**config.mk**
```make
export PLATFORM = sky130hd
export DESIGN_NAME = code128_set_c_encoder_unit
export DESIGN_NICKNAME = d
export VERILOG_FILES = /design/src/rtl/core/c128c_pkg.sv /design/src/rtl/core/c128c_in_stage.sv /design/src/rtl/core/c128c_emit.sv /design/src/rtl/core/code128_set_c_encoder_unit.sv
export VERILOG_INCLUDE_DIRS = /design/src /design/src/rtl/core
export SDC_FILE = /design/constraint.sdc
export NUM_CORES = 1
export LEC_CHECK = 0
export BUFFER_PORTS_ARGS = -buffer_cell sky130_fd_sc_hd__clkbuf_2
export CAP_MARGIN = 20
export CORE_ASPECT_RATIO = 1.1
export CORE_MARGIN = 4
export CORE_UTILIZATION = 64
export CTS_BUF_LIST = sky130_fd_sc_hd__clkbuf_4 sky130_fd_sc_hd__clkbuf_8
export DETAILED_ROUTE_END_ITERATION = 16
export PLACE_DENSITY = 0.92
export SYNTH_ARGS = -nofsm -noshare
export SYNTH_HDL_FRONTEND = slang
export SYNTH_SLANG_ARGS = --single-unit
```
**constraint.sdc**
```tcl
create_clock -name clk -period 10.85 [get_ports clk]
set_clock_uncertainty 0.05 [all_clocks]
set_input_delay 1.6275 -clock clk [delete_from_list [all_inputs] [get_ports clk]]
set_output_delay 1.6275 -clock clk [all_outputs]
set_load 0.02 [all_outputs]
```
**src/rtl/core/code128_set_c_encoder_unit_defines.svh**
```systemverilog
// ----------------------------------------------------------------------------
// Code 128 set C encoder: assertion macros
// Shared concurrent assertion forms, used by c128c_emit.
// ----------------------------------------------------------------------------
`ifndef CODE128_SET_C_ENCODER_UNIT_DEFINES_SVH
`define CODE128_SET_C_ENCODER_UNIT_DEFINES_SVH

// A condition that must hold at every clock edge out of reset.
`define C128C_ASSERT_ALWAYS(label, expr) \
  label: assert property (@(posedge clk) disable iff (!rst_n) (expr)) \
    else $error("c128c: invariant violated");

// A consequence that must hold in the same cycle as its antecedent.
`define C128C_ASSERT_IMPLIES(label, ante, cons) \
  label: assert property (@(posedge clk) disable iff (!rst_n) (ante) |-> (cons)) \
    else $error("c128c: implication violated");

`endif

```
**src/rtl/core/c128c_pkg.sv**
```systemverilog
// ----------------------------------------------------------------------------
// c128c_pkg
// Constants, types and the symbol pattern table of the Code 128 set C encoder.
// ----------------------------------------------------------------------------
package c128c_pkg;

  // Message length in symbol values.
  localparam int NUM_PAIRS = 8;
  localparam logic [6:0] NUM_PAIRS_W = 7'(NUM_PAIRS);

  // Special symbols and checksum modulus.
  localparam logic [6:0] SYM_START_C = 7'd105;
  localparam logic [6:0] SYM_STOP    = 7'd106;
  localparam int         CHECK_MOD   = 103;
  localparam logic [6:0] CHECK_MOD_W = 7'(CHECK_MOD);
  localparam logic [7:0] CHECK_MOD_X2 = 8'(2 * CHECK_MOD);
  localparam logic [6:0] CSUM_INIT   = 7'(105 % CHECK_MOD);

  // Pattern module counts.
  localparam logic [3:0] PAT_WIDTH_STD  = 4'd11;
  localparam logic [3:0] PAT_WIDTH_STOP = 4'd13;

  // Kind of an emitted symbol.
  typedef enum logic [1:0] {
    KIND_START = 2'd0,
    KIND_DATA  = 2'd1,
    KIND_CHECK = 2'd2,
    KIND_STOP  = 2'd3
  } kind_t;

  // One accepted item with its weighted product, between the two stages.
  typedef struct packed {
    logic [6:0]  value;
    logic [13:0] prod;
    logic        first;
    logic        last;
  } s1_item_t;

  // The symbol currently offered on the result channel.
  typedef struct packed {
    kind_t      kind;
    logic [6:0] index;
    logic       bad;
  } slot_t;

  // Residue of (hi * 128) modulo the checksum modulus, for a 7-bit hi.
  typedef logic [6:0] hi_mod_tbl_t [128];

  localparam int HI_STEP = 128 % CHECK_MOD;

  function automatic hi_mod_tbl_t build_hi_mod();
    hi_mod_tbl_t tbl;
    int          acc;
    acc = 0;
    for (int i = 0; i < 128; i++) begin
      tbl[i] = 7'(acc);
      acc = acc + HI_STEP;
      if (acc >= CHECK_MOD) begin
        acc = acc - CHECK_MOD;
      end
    end
    return tbl;
  endfunction

  localparam hi_mod_tbl_t HI_MOD_TBL = build_hi_mod();

  // Code 128 bar/space patterns, MSB first, 1 = bar.
  localparam logic [12:0] PAT_TABLE [107] = '{
    13'h6cc, 13'h66c, 13'h666, 13'h498, 13'h48c, 13'h44c, 13'h4c8, 13'h4c4,
    13'h464, 13'h648, 13'h644, 13'h624, 13'h59c, 13'h4dc, 13'h4ce, 13'h5cc,
    13'h4ec, 13'h4e6, 13'h672, 13'h65c, 13'h64e, 13'h6e4, 13'h674, 13'h76e,
    13'h74c, 13'h72c, 13'h726, 13'h764, 13'h734, 13'h732, 13'h6d8, 13'h6c6,
    13'h636, 13'h518, 13'h458, 13'h446, 13'h588, 13'h468, 13'h462, 13'h688,
    13'h628, 13'h622, 13'h5b8, 13'h58e, 13'h46e, 13'h5d8, 13'h5c6, 13'h476,
    13'h776, 13'h68e, 13'h62e, 13'h6e8, 13'h6e2, 13'h6ee, 13'h758, 13'h746,
    13'h716, 13'h768, 13'h762, 13'h71a, 13'h77a, 13'h642, 13'h78a, 13'h530,
    13'h50c, 13'h4b0, 13'h486, 13'h42c, 13'h426, 13'h590, 13'h584, 13'h4d0,
    13'h4c2, 13'h434, 13'h432, 13'h612, 13'h650, 13'h7ba, 13'h614, 13'h47a,
    13'h53c, 13'h4bc, 13'h49e, 13'h5e4, 13'h4f4, 13'h4f2, 13'h7a4, 13'h794,
    13'h792, 13'h6de, 13'h6f6, 13'h7b6, 13'h578, 13'h51e, 13'h45e, 13'h5e8,
    13'h5e2, 13'h7a8, 13'h7a2, 13'h5de, 13'h5ee, 13'h75e, 13'h7ae, 13'h684,
    13'h690, 13'h69c, 13'h18eb
  };

  // Pattern of a symbol; values beyond the table give an all-space pattern.
  function automatic logic [12:0] pat_lookup(input logic [6:0] idx);
    logic [12:0] pat;
    if (idx <= SYM_STOP) begin
      pat = PAT_TABLE[idx];
    end else begin
      pat = 13'h0;
    end
    return pat;
  endfunction

endpackage

```
**src/rtl/core/c128c_in_stage.sv**
```systemverilog
// ----------------------------------------------------------------------------
// c128c_in_stage
// Input register: tracks the position in the message and forms the weighted
// product of position and symbol value for the checksum.
// ----------------------------------------------------------------------------
module c128c_in_stage (
  input  logic                 clk,
  input  logic                 rst_n,
  input  logic                 in_valid,
  output logic                 in_ready,
  input  logic [6:0]           in_symbol_value,
  output logic                 s1_valid,
  output c128c_pkg::s1_item_t  s1_item,
  input  logic                 s1_take
);
  import c128c_pkg::*;

  logic       s1_valid_r;
  s1_item_t   item_r;
  logic [6:0] pos_r;
  logic [6:0] pos_inc;
  logic       in_xfer;
  logic       is_last;
  logic [13:0] prod;

  // The register frees up whenever its item moves on in the same cycle.
  assign in_ready = !s1_valid_r || s1_take;
  assign in_xfer  = in_valid && in_ready;

  // Position weights count from one; the message ends at NUM_PAIRS items.
  assign pos_inc = pos_r + 7'd1;
  assign is_last = (pos_inc >= NUM_PAIRS_W);
  assign prod    = 14'(pos_inc) * 14'(in_symbol_value);

  // Control state.
  always_ff @(posedge clk) begin
    if (!rst_n) begin
      s1_valid_r <= 1'b0;
      pos_r      <= 7'd0;
    end else begin
      if (in_xfer) begin
        s1_valid_r <= 1'b1;
        pos_r      <= is_last ? 7'd0 : pos_inc;
      end else if (s1_take) begin
        s1_valid_r <= 1'b0;
      end
    end
  end

  // Item payload.
  always_ff @(posedge clk) begin
    if (in_xfer) begin
      item_r.value <= in_symbol_value;
      item_r.prod  <= prod;
      item_r.first <= (pos_r == 7'd0);
      item_r.last  <= is_last;
    end
  end

  assign s1_valid = s1_valid_r;
  assign s1_item  = item_r;

endmodule

```
**src/rtl/core/c128c_emit.sv**
```systemverilog
// ----------------------------------------------------------------------------
// c128c_emit
// Result register: folds the product into the running checksum and holds the
// group of symbols one item causes, handing them out one per transfer.
// ----------------------------------------------------------------------------
`include "code128_set_c_encoder_unit_defines.svh"

module c128c_emit (
  input  logic                 clk,
  input  logic                 rst_n,
  input  logic                 s1_valid,
  input  c128c_pkg::s1_item_t  s1_item,
  output logic                 s1_take,
  output logic                 out_valid,
  input  logic                 out_ready,
  output c128c_pkg::slot_t     slot
);
  import c128c_pkg::*;

  // Pending symbols: bit 0 start, 1 data, 2 check, 3 stop.
  logic [3:0] mask_r;
  logic [6:0] value_r;
  logic [6:0] check_r;
  logic [6:0] cs_r;

  logic [3:0] sel;
  logic [3:0] mask_clr;
  logic       group_valid;
  logic       out_xfer;
  logic       finishing;
  logic [6:0] hi_res;
  logic [7:0] lo_sum;
  logic [6:0] prod_mod;
  logic [6:0] cs_base;
  logic [7:0] cs_sum;
  logic [6:0] cs_new;

  assign group_valid = |mask_r;
  assign out_valid   = group_valid;
  assign out_xfer    = group_valid && out_ready;

  // Oldest pending symbol goes first.
  always_comb begin
    sel        = 4'b0000;
    slot.kind  = KIND_STOP;
    slot.index = SYM_STOP;
    slot.bad   = 1'b0;
    if (mask_r[0]) begin
      sel        = 4'b0001;
      slot.kind  = KIND_START;
      slot.index = SYM_START_C;
    end else if (mask_r[1]) begin
      sel        = 4'b0010;
      slot.kind  = KIND_DATA;
      slot.index = value_r;
      slot.bad   = (value_r > SYM_STOP);
    end else if (mask_r[2]) begin
      sel        = 4'b0100;
      slot.kind  = KIND_CHECK;
      slot.index = check_r;
    end else if (mask_r[3]) begin
      sel        = 4'b1000;
    end
  end

  assign mask_clr  = mask_r & ~sel;
  assign finishing = out_xfer && (mask_clr == 4'b0000);
  assign s1_take   = s1_valid && (!group_valid || finishing);

  // Product modulo 103: table for the high half, then a conditional subtract of 206 or 103.
  assign hi_res = HI_MOD_TBL[s1_item.prod[13:7]];
  assign lo_sum = 8'(hi_res) + 8'(s1_item.prod[6:0]);

  always_comb begin
    if (lo_sum >= CHECK_MOD_X2) begin
      prod_mod = 7'(lo_sum - CHECK_MOD_X2);
    end else if (lo_sum >= 8'(CHECK_MOD_W)) begin
      prod_mod = 7'(lo_sum - 8'(CHECK_MOD_W));
    end else begin
      prod_mod = lo_sum[6:0];
    end
  end

  // Accumulate; a new message restarts from the start symbol's weight.
  assign cs_base = s1_item.first ? CSUM_INIT : cs_r;
  assign cs_sum  = 8'(cs_base) + 8'(prod_mod);
  assign cs_new  = (cs_sum >= 8'(CHECK_MOD_W)) ? 7'(cs_sum - 8'(CHECK_MOD_W))
                                               : cs_sum[6:0];

  // Control state.
  always_ff @(posedge clk) begin
    if (!rst_n) begin
      mask_r <= 4'b0000;
      cs_r   <= CSUM_INIT;
    end else begin
      if (s1_take) begin
        mask_r <= {s1_item.last, s1_item.last, 1'b1, s1_item.first};
        cs_r   <= s1_item.last ? CSUM_INIT : cs_new;
      end else if (out_xfer) begin
        mask_r <= mask_clr;
      end
    end
  end

  // Group payload.
  always_ff @(posedge clk) begin
    if (s1_take) begin
      value_r <= s1_item.value;
      check_r <= cs_new;
    end
  end

  `C128C_ASSERT_ALWAYS(a_csum_range, cs_r < CHECK_MOD_W)
  `C128C_ASSERT_IMPLIES(a_check_before_stop, mask_r[2], mask_r[3])
  `C128C_ASSERT_IMPLIES(a_check_index, mask_r[2], check_r < CHECK_MOD_W)

endmodule

```
**src/rtl/core/code128_set_c_encoder_unit.sv**
```systemverilog
// ----------------------------------------------------------------------------
// code128_set_c_encoder_unit
// Code 128 set C encoder: symbol values in, bar/space patterns out.
// ----------------------------------------------------------------------------
// A message is c128c_pkg::NUM_PAIRS symbol values, one per input transfer.
// The first value of a message is preceded by the start C pattern, and the
// last is followed by the modulo-103 check symbol and the 13-module stop
// pattern. Each value yields one to three result transfers (two for the first
// value, three for the last), and the result port, which carries one symbol
// per cycle while out_ready is high, sets the rate: an input transfer can be
// taken every cycle for values in the middle of a message. The first result
// of a value is offered from the result register once the value has passed
// the input register. Values above 106 give an all-space pattern with
// out_bad_value set, and still enter the checksum.
// ----------------------------------------------------------------------------
module code128_set_c_encoder_unit (
  input  logic        clk,
  input  logic        rst_n,
  input  logic        in_valid,
  output logic        in_ready,
  input  logic [6:0]  in_symbol_value,
  output logic        out_valid,
  input  logic        out_ready,
  output logic [12:0] out_pattern,
  output logic [3:0]  out_pattern_width,
  output logic [1:0]  out_symbol_kind,
  output logic        out_last_of_message,
  output logic        out_bad_value
);
  import c128c_pkg::*;

  logic     s1_valid;
  logic     s1_take;
  s1_item_t s1_item;
  slot_t    slot;

  // Position tracking and weighted product.
  c128c_in_stage u_in_stage (
    .clk             (clk),
    .rst_n           (rst_n),
    .in_valid        (in_valid),
    .in_ready        (in_ready),
    .in_symbol_value (in_symbol_value),
    .s1_valid        (s1_valid),
    .s1_item         (s1_item),
    .s1_take         (s1_take)
  );

  // Checksum and symbol group sequencing.
  c128c_emit u_emit (
    .clk       (clk),
    .rst_n     (rst_n),
    .s1_valid  (s1_valid),
    .s1_item   (s1_item),
    .s1_take   (s1_take),
    .out_valid (out_valid),
    .out_ready (out_ready),
    .slot      (slot)
  );

  // Pattern lookup and result fields for the symbol on offer.
  assign out_pattern         = pat_lookup(slot.index);
  assign out_pattern_width   = (slot.kind == KIND_STOP) ? PAT_WIDTH_STOP : PAT_WIDTH_STD;
  assign out_symbol_kind     = slot.kind;
  assign out_last_of_message = (slot.kind == KIND_STOP);
  assign out_bad_value       = slot.bad;

endmodule

```
* Word-level counts from Yosys, hierarchy flattened
Memories as Yosys holds them, arrays and structs flattened.
Cells that the tools add are included.
** Operators by class
- Add/sub/neg operators :: 6
- Multiply operators :: 1
- Divide/modulo/power cells :: 0
- Magnitude comparators :: 8
- Equality and inequality tests :: 1
- Shift-type cells :: 0
- Multiplexer cells :: 25
- Bitwise logic cells :: 4
- Reductions and logical operators :: 13
** Operators by type and width (count)
- 2-to-1 mux 7 bit :: 8
- 2-to-1 mux 13 bit :: 3
- greater-or-equal comparator 8 bit, second input constant :: 3
- 2-to-1 mux 4 bit :: 6
- subtractor 7 bit, second input constant :: 3
- 2-to-1 mux 9 bit :: 2
- adder 7 x 7 -> 8 bit :: 2
- greater-or-equal comparator 8 x 7 -> 1 bit, second input constant :: 2
- inverter 7 -> 8 bit :: 2
- multiplier 7 x 7 -> 14 bit :: 1
- 2-to-1 mux 8 bit :: 1
- adder 7 x 1 -> 7 bit, second input constant :: 1
- greater-or-equal comparator 7 x 4 -> 1 bit, second input constant :: 1
- greater-than comparator 7 bit, second input constant :: 1
- <= comparator 7 bit, second input constant :: 1
- logical NOT 7 bit :: 1
- bitwise AND 4 bit :: 1
- logical AND 1 bit :: 4
- logical NOT 4 bit :: 1
- 2-to-1 mux 1 bit :: 4
- inverter 4 bit :: 1
- nonzero test 2 bit :: 2
- OR reduction 4 bit :: 1
- 2-to-1 mux 3 bit :: 1
- other kinds (3) :: 5
** Word-level totals
- Register bits :: 56
- Bits in latches :: 0
- RAM bits :: 0
- Memory bits (read-only) :: 2560
- Input port bits :: 11
- Output and inout bits :: 23
- Memories :: 2
** Memories
- (no name shown) :: depth 128, width 13, read ports 1, clocked after Yosys merged registers in 0, write ports 0, RTL line c128c_pkg.sv:89 : pat = PAT_TABLE[idx];
- (no name shown) :: depth 128, width 7, read ports 1, clocked after Yosys merged registers in 0, write ports 0, RTL line c128c_emit.sv:71 : assign hi_res = HI_MOD_TBL[s1_item.prod[13:7]];

* Logic depth before layout (Yosys ltp)
Gate-level depths: netlist (run 1).
- Word-level depth :: 13
- Gate-level depth with buffers :: 29

* By module
A second synthesis (run 1) with hierarchy kept.
** Unflattened totals
- Cell total of the unflattened synthesis :: 973
- Area, all modules :: 8018.9 µm²
** By module, submodules not included
- c128c_emit :: times used 1, cells each 456, area each 3522.1 µm², sequential area each 640.6 µm²
- c128c_in_stage :: times used 1, cells each 248, area each 2738.9 µm², sequential area each 850.8 µm²
- code128_set_c_encoder_unit :: times used 1, cells each 269, area each 1757.9 µm², sequential area each 0.0 µm²

* Worst setup path before layout (run 1)
OpenSTA, ideal clock, no wires.
- Kind :: register to register
- Start :: register u_in_stage.item_r (netlist bit u_in_stage.s1_item[10])
- End :: register u_emit.cs_r[1]
- Setup time :: 0.122 ns
- Data arrival time :: 6.350 ns
- Data required time :: 10.678 ns
- Setup slack :: 4.328 ns
- Stages on the path, launching flop included :: 29
- Clock period less this slack :: 6.522 ns
- Path through :: edfxtp_1 clkbuf_1 inv_1 ha_1 clkbuf_1 mux2_2 o21ai_0 mux4_2 ha_1 inv_1 fa_1 inv_1 ha_1 and3_1 a31oi_1 o311ai_1 a41o_1 buf_2 nand2_1 xnor2_1 ha_1 fa_1 a21o_1 a21oi_2 xor2_1 a21oi_2 o31ai_4 mux2_2 o32a_1
** Between the ends
- Cells in the longest elaborated chain, start to end :: 12
** RTL lines
- start, declared :: RTL line c128c_in_stage.sv:19 : s1_item_t item_r;
- inverter 7 -> 8 bit (not written as such) * :: RTL line c128c_emit.sv:71
- memory read (128 x 7 bit) *
- 2-to-1 mux 7 bit (not written as such) * (2 in a row) :: RTL line c128c_emit.sv:71
- adder 7 x 7 -> 8 bit * :: RTL line c128c_emit.sv:72 : assign lo_sum = 8'(hi_res) + 8'(s1_item.prod[6:0]);
- subtractor 7 bit or greater-or-equal comparator 8 x 7 -> 1 bit (tied branches) :: RTL line c128c_emit.sv:78, c128c_emit.sv:77
- 2-to-1 mux 7 bit :: RTL line c128c_emit.sv:77 : end else if (lo_sum >= 8'(CHECK_MOD_W)) begin
- 2-to-1 mux 7 bit * :: RTL line c128c_emit.sv:75 : if (lo_sum >= CHECK_MOD_X2) begin
- adder 7 x 7 -> 8 bit * :: RTL line c128c_emit.sv:86 : assign cs_sum = 8'(cs_base) + 8'(prod_mod);
- subtractor 7 bit or greater-or-equal comparator 8 x 7 -> 1 bit (tied branches) :: RTL line c128c_emit.sv:87 : assign cs_new = (cs_sum >= 8'(CHECK_MOD_W)) ? 7'(cs_sum - 8'(CHECK_MOD_W))
- 2-to-1 mux 7 bit * :: RTL line c128c_emit.sv:87
- via u_emit.cs_new[1] :: RTL line c128c_emit.sv:36 : logic [6:0] cs_new;
- 2-to-1 mux 7 bit * :: RTL line c128c_emit.sv:98 : cs_r <= s1_item.last ? CSUM_INIT : cs_new;
- end signal, assigned :: RTL line c128c_emit.sv:98
- end, declared :: RTL line c128c_emit.sv:24 : logic [6:0] cs_r;
The timed path passes the listed nets; every way through them passes the cells marked *. The select of a mux whose other input is x is not followed.
A chain may end at the register's enable or synchronous reset.

* Worst setup path after layout (run 1)
Ends and elaborated chain as after synthesis.

==> flow_metrics.env, run 1 <==
export IMPL_placedInstanceArea_mm2=0.00806
export IMPL_max_clock_freq_ghz=0.138
export IMPL_final_layout_size_suffix_gt1_frac=0.0821
export IMPL_mostFrequentLayoutCell="sky130_fd_sc_hd__nand2_1"
export IMPL_cts_buffers=5
export IMPL_drt_drc_violations_left=0
export IMPL_finalHoldViolations=0
export IMPL_grt_ovfl_total=0
export IMPL_cts_hold_buf=0
export IMPL_setup_tns_ns=0
export IMPL_grt_max_degree=56
export IMPL_dr_pass1_iters=9
export IMPL_timing_reg2reg_setup_slack_ns=3.61
export IMPL_grt_overall_usage=0.278
export IMPL_die_h_um=125
export IMPL_worstPathCellList="inv_1 > ha_1 > or2_1 > nand3_1 > o21ai_0 > mux4_2 > mux2i_1 > ha_1 > nand2_1 > nor3_1 > nor2_1 > xnor2_1 > a41o_1 > nand2_1 > xnor2_1 > ha_1 > fa_1 > a21o_1 > a21oi_2 > xor2_1 > a21oi_2 > o31ai_4 > mux2_2 > o32a_1"
export IMPL_antenna_diode_count=0
export IMPL_rows=42
export IMPL_vias=7734
export IMPL_worstPathRequired_ns=11.03
export IMPL_number_of_antenna_violations_at_the_first_check_in_global_routing=0
export IMPL_outcome="complete, no violations"
export IMPL_num_io_pins=34
export IMPL_floorplan_die_width_um=115
export IMPL_slew_headroom=0.180
export IMPL_async_flop_share=0
export IMPL_starting_density_of_the_core=0.658
export IMPL_cp_buffers_inverters=1
export IMPL_setup_viol=0
export IMPL_grt_pass1_vias=7056
export IMPL_number_of_warnings_issued_by_yosys=0
export IMPL_crit_fanout=15
export IMPL_synthesis_area_mm2=0.00799
export IMPL_report_final_slew_viol_count=0
export IMPL_design_die_area_mm2=0.0143
export IMPL_r2r_end="u_emit.cs_r[1]"
export IMPL_layout_nets=1099
export IMPL_post_route_min_period_ns=7.24
export IMPL_cts_reportedPaths_clkPinSlew_ns=0.12
export IMPL_synth_cell_types=88
export IMPL_post_drt_via_cell_ratio=6.78
export IMPL_numPortBuffers=31
export IMPL_cts_sinks=56
export IMPL_cp_slowest_stage_delay_ns=0.64
export IMPL_pre_cts_ws_ns=3.69
export IMPL_min_delay_path_class="flip-flop to flip-flop"
export IMPL_maxCapViolations=0
export IMPL_clock_latency_ns=0.32
export IMPL_synth_seq_area_share=0.187
export IMPL_route_antenna_remaining_nets=0
export IMPL_cellPowerDensity_mw_per_mm2=192
export IMPL_setup_slack_ns=3.61
export IMPL_number_of_gates_resized_after_cts=0
export IMPL_cts_repair_timing_setup_buffer_count=0
export IMPL_synth_cells=1014
export IMPL_placeableCoreArea_mm2=0.0121
export IMPL_cts_root_buffer="sky130_fd_sc_hd__clkbuf_8"
export IMPL_holdWs_ns=0.373
export IMPL_wire_length_of_the_first_global_routing_pass_mm=33.9
export IMPL_timing_hold_worst_start="u_in_stage.s1_item[18]"
export IMPL_power_leakage_nw=3.39
export IMPL_hpwlAfterDp_mm=14.6
export IMPL_routed_wl_mm=20.2
export IMPL_worst_setup_path_type="flip-flop to flip-flop"
export IMPL_crit_reg2reg_launch="u_in_stage.s1_item[10]"
export IMPL_dr_first_iter_drc_count=1048
export IMPL_start_kind="flip-flop"
export IMPL_tritoncts_clock_tree="done"
export IMPL_worstMarginPinSlew_ns=1.23
export IMPL_synth_seq_cells=56
export IMPL_finalWeightedCongestion=0.972
export IMPL_worst_reg_to_reg_path_cell_count=24
export IMPL_cpLargestDelayFamily="compound AO/OA/AOI/OAI gates"
export IMPL_grt_setup_unrepaired="false"
export IMPL_synth_enable_flop_cells=37
export IMPL_whs_path_depth=0
export IMPL_clk_path_buf_depth=2
export IMPL_cp_common_cell="sky130_fd_sc_hd__ha_1"
export IMPL_timing_final_crit_share=0.667
export IMPL_timing_critical_path_arrival_ns=7.42
export IMPL_htree_levels=2
export IMPL_layout_area_overhead_vs_synth_pct=2.11
export IMPL_worstSetupEndpointType="flip-flop"
export IMPL_ir_worst_vdd_mv=0.167
export IMPL_slowest_stage="sky130_fd_sc_hd__edfxtp_1"
export IMPL_avgSynthCellArea_um2=7.88
export IMPL_synth_ff_type="sky130_fd_sc_hd__edfxtp_1"
export IMPL_layout_cell_area_non_filler_mm2=0.00816
export IMPL_post_drt_wl_per_cell_um=17.7
export IMPL_final_cell_mix="sky130_fd_sc_hd__nand2_1, sky130_fd_sc_hd__ha_1, sky130_fd_sc_hd__a21oi_1"
export IMPL_min_to="u_emit.value_r[2]"
## worst register-to-register path: stages (launching register included)
cell                       delay [ns]
sky130_fd_sc_hd__edfxtp_1        0.64
sky130_fd_sc_hd__inv_1           0.27
sky130_fd_sc_hd__ha_1            0.53
sky130_fd_sc_hd__or2_1           0.36
sky130_fd_sc_hd__nand3_1         0.10
sky130_fd_sc_hd__o21ai_0         0.08
sky130_fd_sc_hd__mux4_2          0.48
sky130_fd_sc_hd__mux2i_1         0.21
sky130_fd_sc_hd__ha_1            0.30
sky130_fd_sc_hd__nand2_1         0.10
sky130_fd_sc_hd__nor3_1          0.29
sky130_fd_sc_hd__nor2_1          0.12
sky130_fd_sc_hd__xnor2_1         0.40
sky130_fd_sc_hd__a41o_1          0.48
sky130_fd_sc_hd__nand2_1         0.13
sky130_fd_sc_hd__xnor2_1         0.16
sky130_fd_sc_hd__ha_1            0.21
sky130_fd_sc_hd__fa_1            0.46
sky130_fd_sc_hd__a21o_1          0.23
sky130_fd_sc_hd__a21oi_2         0.19
sky130_fd_sc_hd__xor2_1          0.32
sky130_fd_sc_hd__a21oi_2         0.16
sky130_fd_sc_hd__o31ai_4         0.35
sky130_fd_sc_hd__mux2_2          0.40
sky130_fd_sc_hd__o32a_1          0.17
## final cells by class
cell class | count | area, um^2
Multi-Input combinational cell | 818 | 5910
Fill cell | 988 | 3980
Sequential cell | 56 | 1490
Inverter | 66 | 248
Timing Repair Buffer | 39 | 215
Tap cell | 154 | 193
Clock buffer | 5 | 68.8
Clock inverter | 3 | 25.0
## routing by layer
| metal | up-vias | track usage | share of wire | wire length (um) |
|---|---|---|---|---|
| li1 | 3636 | - | - | - |
| met1 | 3602 | 0.378 | 0.40 | 8000 |
| met2 | 430 | 0.465 | 0.50 | 10000 |
| met3 | 66 | 0.0348 | 0.083 | 1670 |
| met4 | 0 | 0.0769 | 0.026 | 520 |
| met5 | - | 0 | 0 | 0 |
## power breakdown
part	switching (W)	internal (W)	leakage, nW
registers	0.0000288	0.000297	0.515
logic	0.000682	0.000433	2.83
clock network	0.0000737	0.0000477	0.0504
total	0.000784	0.000778	3.39
## cells in the mapped netlist, types with 10 or more instances
cell | instances | share of area
sky130_fd_sc_hd__mux2i_1 | 10 | 0.013
sky130_fd_sc_hd__o21ai_0 | 64 | 0.040
sky130_fd_sc_hd__nand4_1 | 11 | 0.0086
sky130_fd_sc_hd__nand2_1 | 120 | 0.056
sky130_fd_sc_hd__fa_1 | 26 | 0.065
sky130_fd_sc_hd__nand3_1 | 32 | 0.020
sky130_fd_sc_hd__and2_1 | 19 | 0.015
sky130_fd_sc_hd__xnor2_1 | 22 | 0.024
sky130_fd_sc_hd__clkbuf_1 | 41 | 0.019
sky130_fd_sc_hd__nor2_1 | 57 | 0.027
sky130_fd_sc_hd__xor2_1 | 11 | 0.012
sky130_fd_sc_hd__edfxtp_1 | 37 | 0.14
sky130_fd_sc_hd__a311oi_1 | 11 | 0.012
sky130_fd_sc_hd__ha_1 | 76 | 0.12
sky130_fd_sc_hd__a211oi_1 | 19 | 0.018
sky130_fd_sc_hd__o211ai_1 | 23 | 0.022
sky130_fd_sc_hd__buf_2 | 23 | 0.014
sky130_fd_sc_hd__nor3_1 | 17 | 0.011
sky130_fd_sc_hd__a21o_1 | 16 | 0.015
sky130_fd_sc_hd__inv_1 | 59 | 0.028
sky130_fd_sc_hd__a31oi_1 | 18 | 0.014
sky130_fd_sc_hd__nor2b_1 | 22 | 0.017
sky130_fd_sc_hd__a21oi_1 | 70 | 0.044
sky130_fd_sc_hd__nand2b_1 | 12 | 0.0094
sky130_fd_sc_hd__dfxtp_1 | 19 | 0.048
## cells by family (layout without fill, tap and decap cells)
family                     Yosys count  after routing  share of synthesized area
and+or+nand+nor                    331            331                      0.201
AOI/OAI and AO/OA                  327            327                      0.279
buffers and inverters              141            113                     0.0736
adders and majority gates          103            103                      0.185
DFF                                 56             56                      0.187
xor gates and xnor gates            35             35                     0.0403
muxes                               20             20                     0.0337
other                                1              2                   0.000470
## stage by stage
stage	utilization	total power [W]	cells
floorplan	-	0.00121	1015
global placement	0.664	0.00139	1133
detailed placement	0.664	0.00142	1133
CTS	0.672	0.00155	1141
global route	0.672	0.00170	1141
finish	0.672	0.00156	1141
## sequential cells by signal, indices dropped and copies added, names as in the netlist
register,count
u_in_stage.pos_r,7
u_emit.cs_r,7
u_emit.mask_r,4
u_emit.check_r,7
u_in_stage.s1_valid,1
u_in_stage.s1_item,23
u_emit.value_r,7
## how the worst max path moves through the flow
stage	start	to	slack, ns	cells after the start
after floorplan	u_in_stage.s1_item[10]	u_emit.cs_r[1]	4.33	28
after detailed placement	u_in_stage.s1_item[10]	u_emit.cs_r[1]	3.69	24
after global routing	u_in_stage.s1_item[10]	u_emit.cs_r[1]	3.09	24
final	u_in_stage.s1_item[10]	u_emit.cs_r[1]	3.61	24
after CTS	u_in_stage.s1_item[10]	u_emit.cs_r[1]	3.67	24
after global placement	u_in_stage.s1_item[10]	u_emit.cs_r[1]	4.08	24
Note: power is estimated with default switching activity, not from simulation.
==> run 2, diff against run 1 <==
- clock period: 10.85 -> 6.98 ns (I/O delays scaled with it)
==> flow_metrics.env, run 2 (synthesis gave the netlist of run 1 again) <==
export IMPL_placedInstanceArea_mm2=0.00811
export IMPL_slowest_stage="sky130_fd_sc_hd__fa_1"
export IMPL_largest_register_ff_count=23
export IMPL_rows=42
export IMPL_cp_slowest_stage_delay_ns=0.63
export IMPL_p_clk_frac=0.077
export IMPL_total_switching_power_w=0.00121
export IMPL_min_delay_path_class="flip-flop to flip-flop"
export IMPL_grt_overall_usage=0.275
export IMPL_cp_common_cell="sky130_fd_sc_hd__ha_1"
export IMPL_outcome="complete, no violations"
export IMPL_worstSetupEndpointType="flip-flop"
export IMPL_slew_headroom=0.266
export IMPL_htree_levels=2
export IMPL_starting_density_of_the_core=0.658
export IMPL_final_layout_size_suffix_gt1_frac=0.0886
export IMPL_number_of_antenna_violations_at_the_first_check_in_global_routing=0
export IMPL_dr_pass1_iters=5
export IMPL_cts_repair_timing_setup_buffer_count=0
export IMPL_post_drt_via_cell_ratio=6.75
export IMPL_num_io_pins=34
export IMPL_routed_wl_mm=20.2
export IMPL_wire_length_of_the_first_global_routing_pass_mm=33.5
export IMPL_floorplan_die_width_um=115
export IMPL_internal_power_contribution_w=0.00123
export IMPL_cts_sinks=56
export IMPL_vias=7746
export IMPL_power_switching_share=0.496
export IMPL_finalHoldViolations=0
export IMPL_max_clock_freq_ghz=0.153
export IMPL_cts_root_buffer="sky130_fd_sc_hd__clkbuf_8"
export IMPL_crit_reg2reg_launch="u_in_stage.s1_item[10]"
export IMPL_grt_pass1_vias=7104
export IMPL_clk_path_buf_depth=2
export IMPL_drt_drc_violations_left=0
export IMPL_pre_cts_ws_ns=0.450
export IMPL_post_drt_wl_per_cell_um=17.6
export IMPL_hpwlAfterDp_mm=14.8
export IMPL_pwr_share_seq=0.205
export IMPL_die_h_um=125
export IMPL_power_leakage_nw=3.43
export IMPL_finalWeightedCongestion=0.985
export IMPL_layout_nets=1105
export IMPL_dr_first_iter_drc_count=927
export IMPL_setup_slack_ns=0.446
export IMPL_route_antenna_remaining_nets=0
export IMPL_maxCapViolations=0
export IMPL_clock_latency_ns=0.32
export IMPL_design_die_area_mm2=0.0143
export IMPL_post_route_min_period_ns=6.53
export IMPL_antenna_diode_count=0
export IMPL_worstPathRequired_ns=7.16
export IMPL_tritoncts_clock_tree="done"
export IMPL_numPortBuffers=31
export IMPL_worst_setup_path_type="flip-flop to flip-flop"
export IMPL_grt_ovfl_total=0
export IMPL_layout_cell_area_non_filler_mm2=0.00821
export IMPL_cellPowerDensity_mw_per_mm2=297
export IMPL_final_cell_mix="sky130_fd_sc_hd__nand2_1, sky130_fd_sc_hd__ha_1, sky130_fd_sc_hd__a21oi_1"
export IMPL_report_final_slew_viol_count=0
export IMPL_setup_viol=0
export IMPL_timing_final_crit_share=0.936
export IMPL_grt_max_degree=55
export IMPL_worstMarginPinSlew_ns=1.10
export IMPL_power_combinational_fraction=0.718
export IMPL_fin_util=0.676
export IMPL_layout_area_overhead_vs_synth_pct=2.77
export IMPL_start_kind="flip-flop"
export IMPL_ir_worst_vdd_mv=0.229
export IMPL_nFillCells=994
export IMPL_crit_fanout=15
export IMPL_timing_critical_path_arrival_ns=6.71
export IMPL_cts_buffers=5
export IMPL_placeableCoreArea_mm2=0.0121
export IMPL_mostFrequentLayoutCell="sky130_fd_sc_hd__nand2_1"
export IMPL_startpoint="u_in_stage.s1_item[10]"
export IMPL_timing_hold_worst_start="u_in_stage.s1_item[18]"
export IMPL_cts_reportedPaths_clkPinSlew_ns=0.11
run 2: cell types whose count changed in the layout (fill, tap and decap cells not counted), sizes merged:
cell / before / now
buf: 8 / 14
clkbuf: 36 / 37
clkinv: 3 / 2
run 2: final cells by class:
type	instances	area [um^2]	area share
repair buffers	45	260	0.0317
inverters	66	248	0.0302
clock inverters	2	17.5	0.00213
flip-flops and latches	56	1490	0.182
clock buffers	6	76.3	0.00930
well taps	154	193	0.0235
multi-input cells	818	5920	0.721
run 2: worst max-delay path: cells and delay by family (launching register included):
| kind | cells | cell delay, ns |
|---|---|---|
| multiplexers | 1 | 0.40 |
| XOR/XNOR | 1 | 0.29 |
| AND/OR/NAND/NOR | 4 | 0.55 |
| adder cells (fa/ha/maj) | 4 | 1.64 |
| flip-flops | 1 | 0.41 |
| buffers and inverters | 3 | 0.51 |
| AO/OA/AOI/OAI | 14 | 2.57 |
run 2: worst paths after layout:
check / cells past startpoint / slack, ns / end
hold / removal: 0 / 0.38 / u_emit.value_r[2]
setup reg to reg: 27 / 0.45 / u_emit.cs_r[1]
hold reg to reg: 0 / 0.38 / u_emit.value_r[2]
setup / recovery: 27 / 0.45 / u_emit.cs_r[1]
run 2: timing repair:
action | in CTS | in global routing
gates resized for setup | 0 | 1
hold buffers | 0 | 0
endpoints found under the setup margin | 0 | 2
run 2: stage by stage:
stage | std cells | hold WS [ns] | TNS [ns] | power [W]
2_1_floorplan | 1015 | 0.350 | 0 | 0.00188
3_3_place_gp | 1139 | 0.351 | 0 | 0.00216
4_1_cts | 1147 | 0.376 | 0 | 0.00241
3_5_place_dp | 1139 | 0.357 | 0 | 0.00222
5_1_grt | 1147 | 0.392 | -0.0129 | 0.00264
6_report | 1147 | 0.381 | 0 | 0.00244
run 2: power by group through the flow:
stage	clock network, W	registers, W	logic, W
after global routing	0.000204	0.000504	0.00194
final	0.000188	0.000499	0.00175
after floorplan	0	0.000486	0.00139
after global placement	0	0.000503	0.00166
after CTS	0.000190	0.000498	0.00172
after detailed placement	0	0.000505	0.00172
run 2: layer usage:
metal	share of wire	global-route usage	routed length (um)	up-vias
li1	-	-	-	3651
met1	0.39	0.379	7890	3585
met2	0.49	0.450	9870	444
met3	0.088	0.0290	1770	66
met4	0.032	0.0943	648	0
met5	0	0	0	-
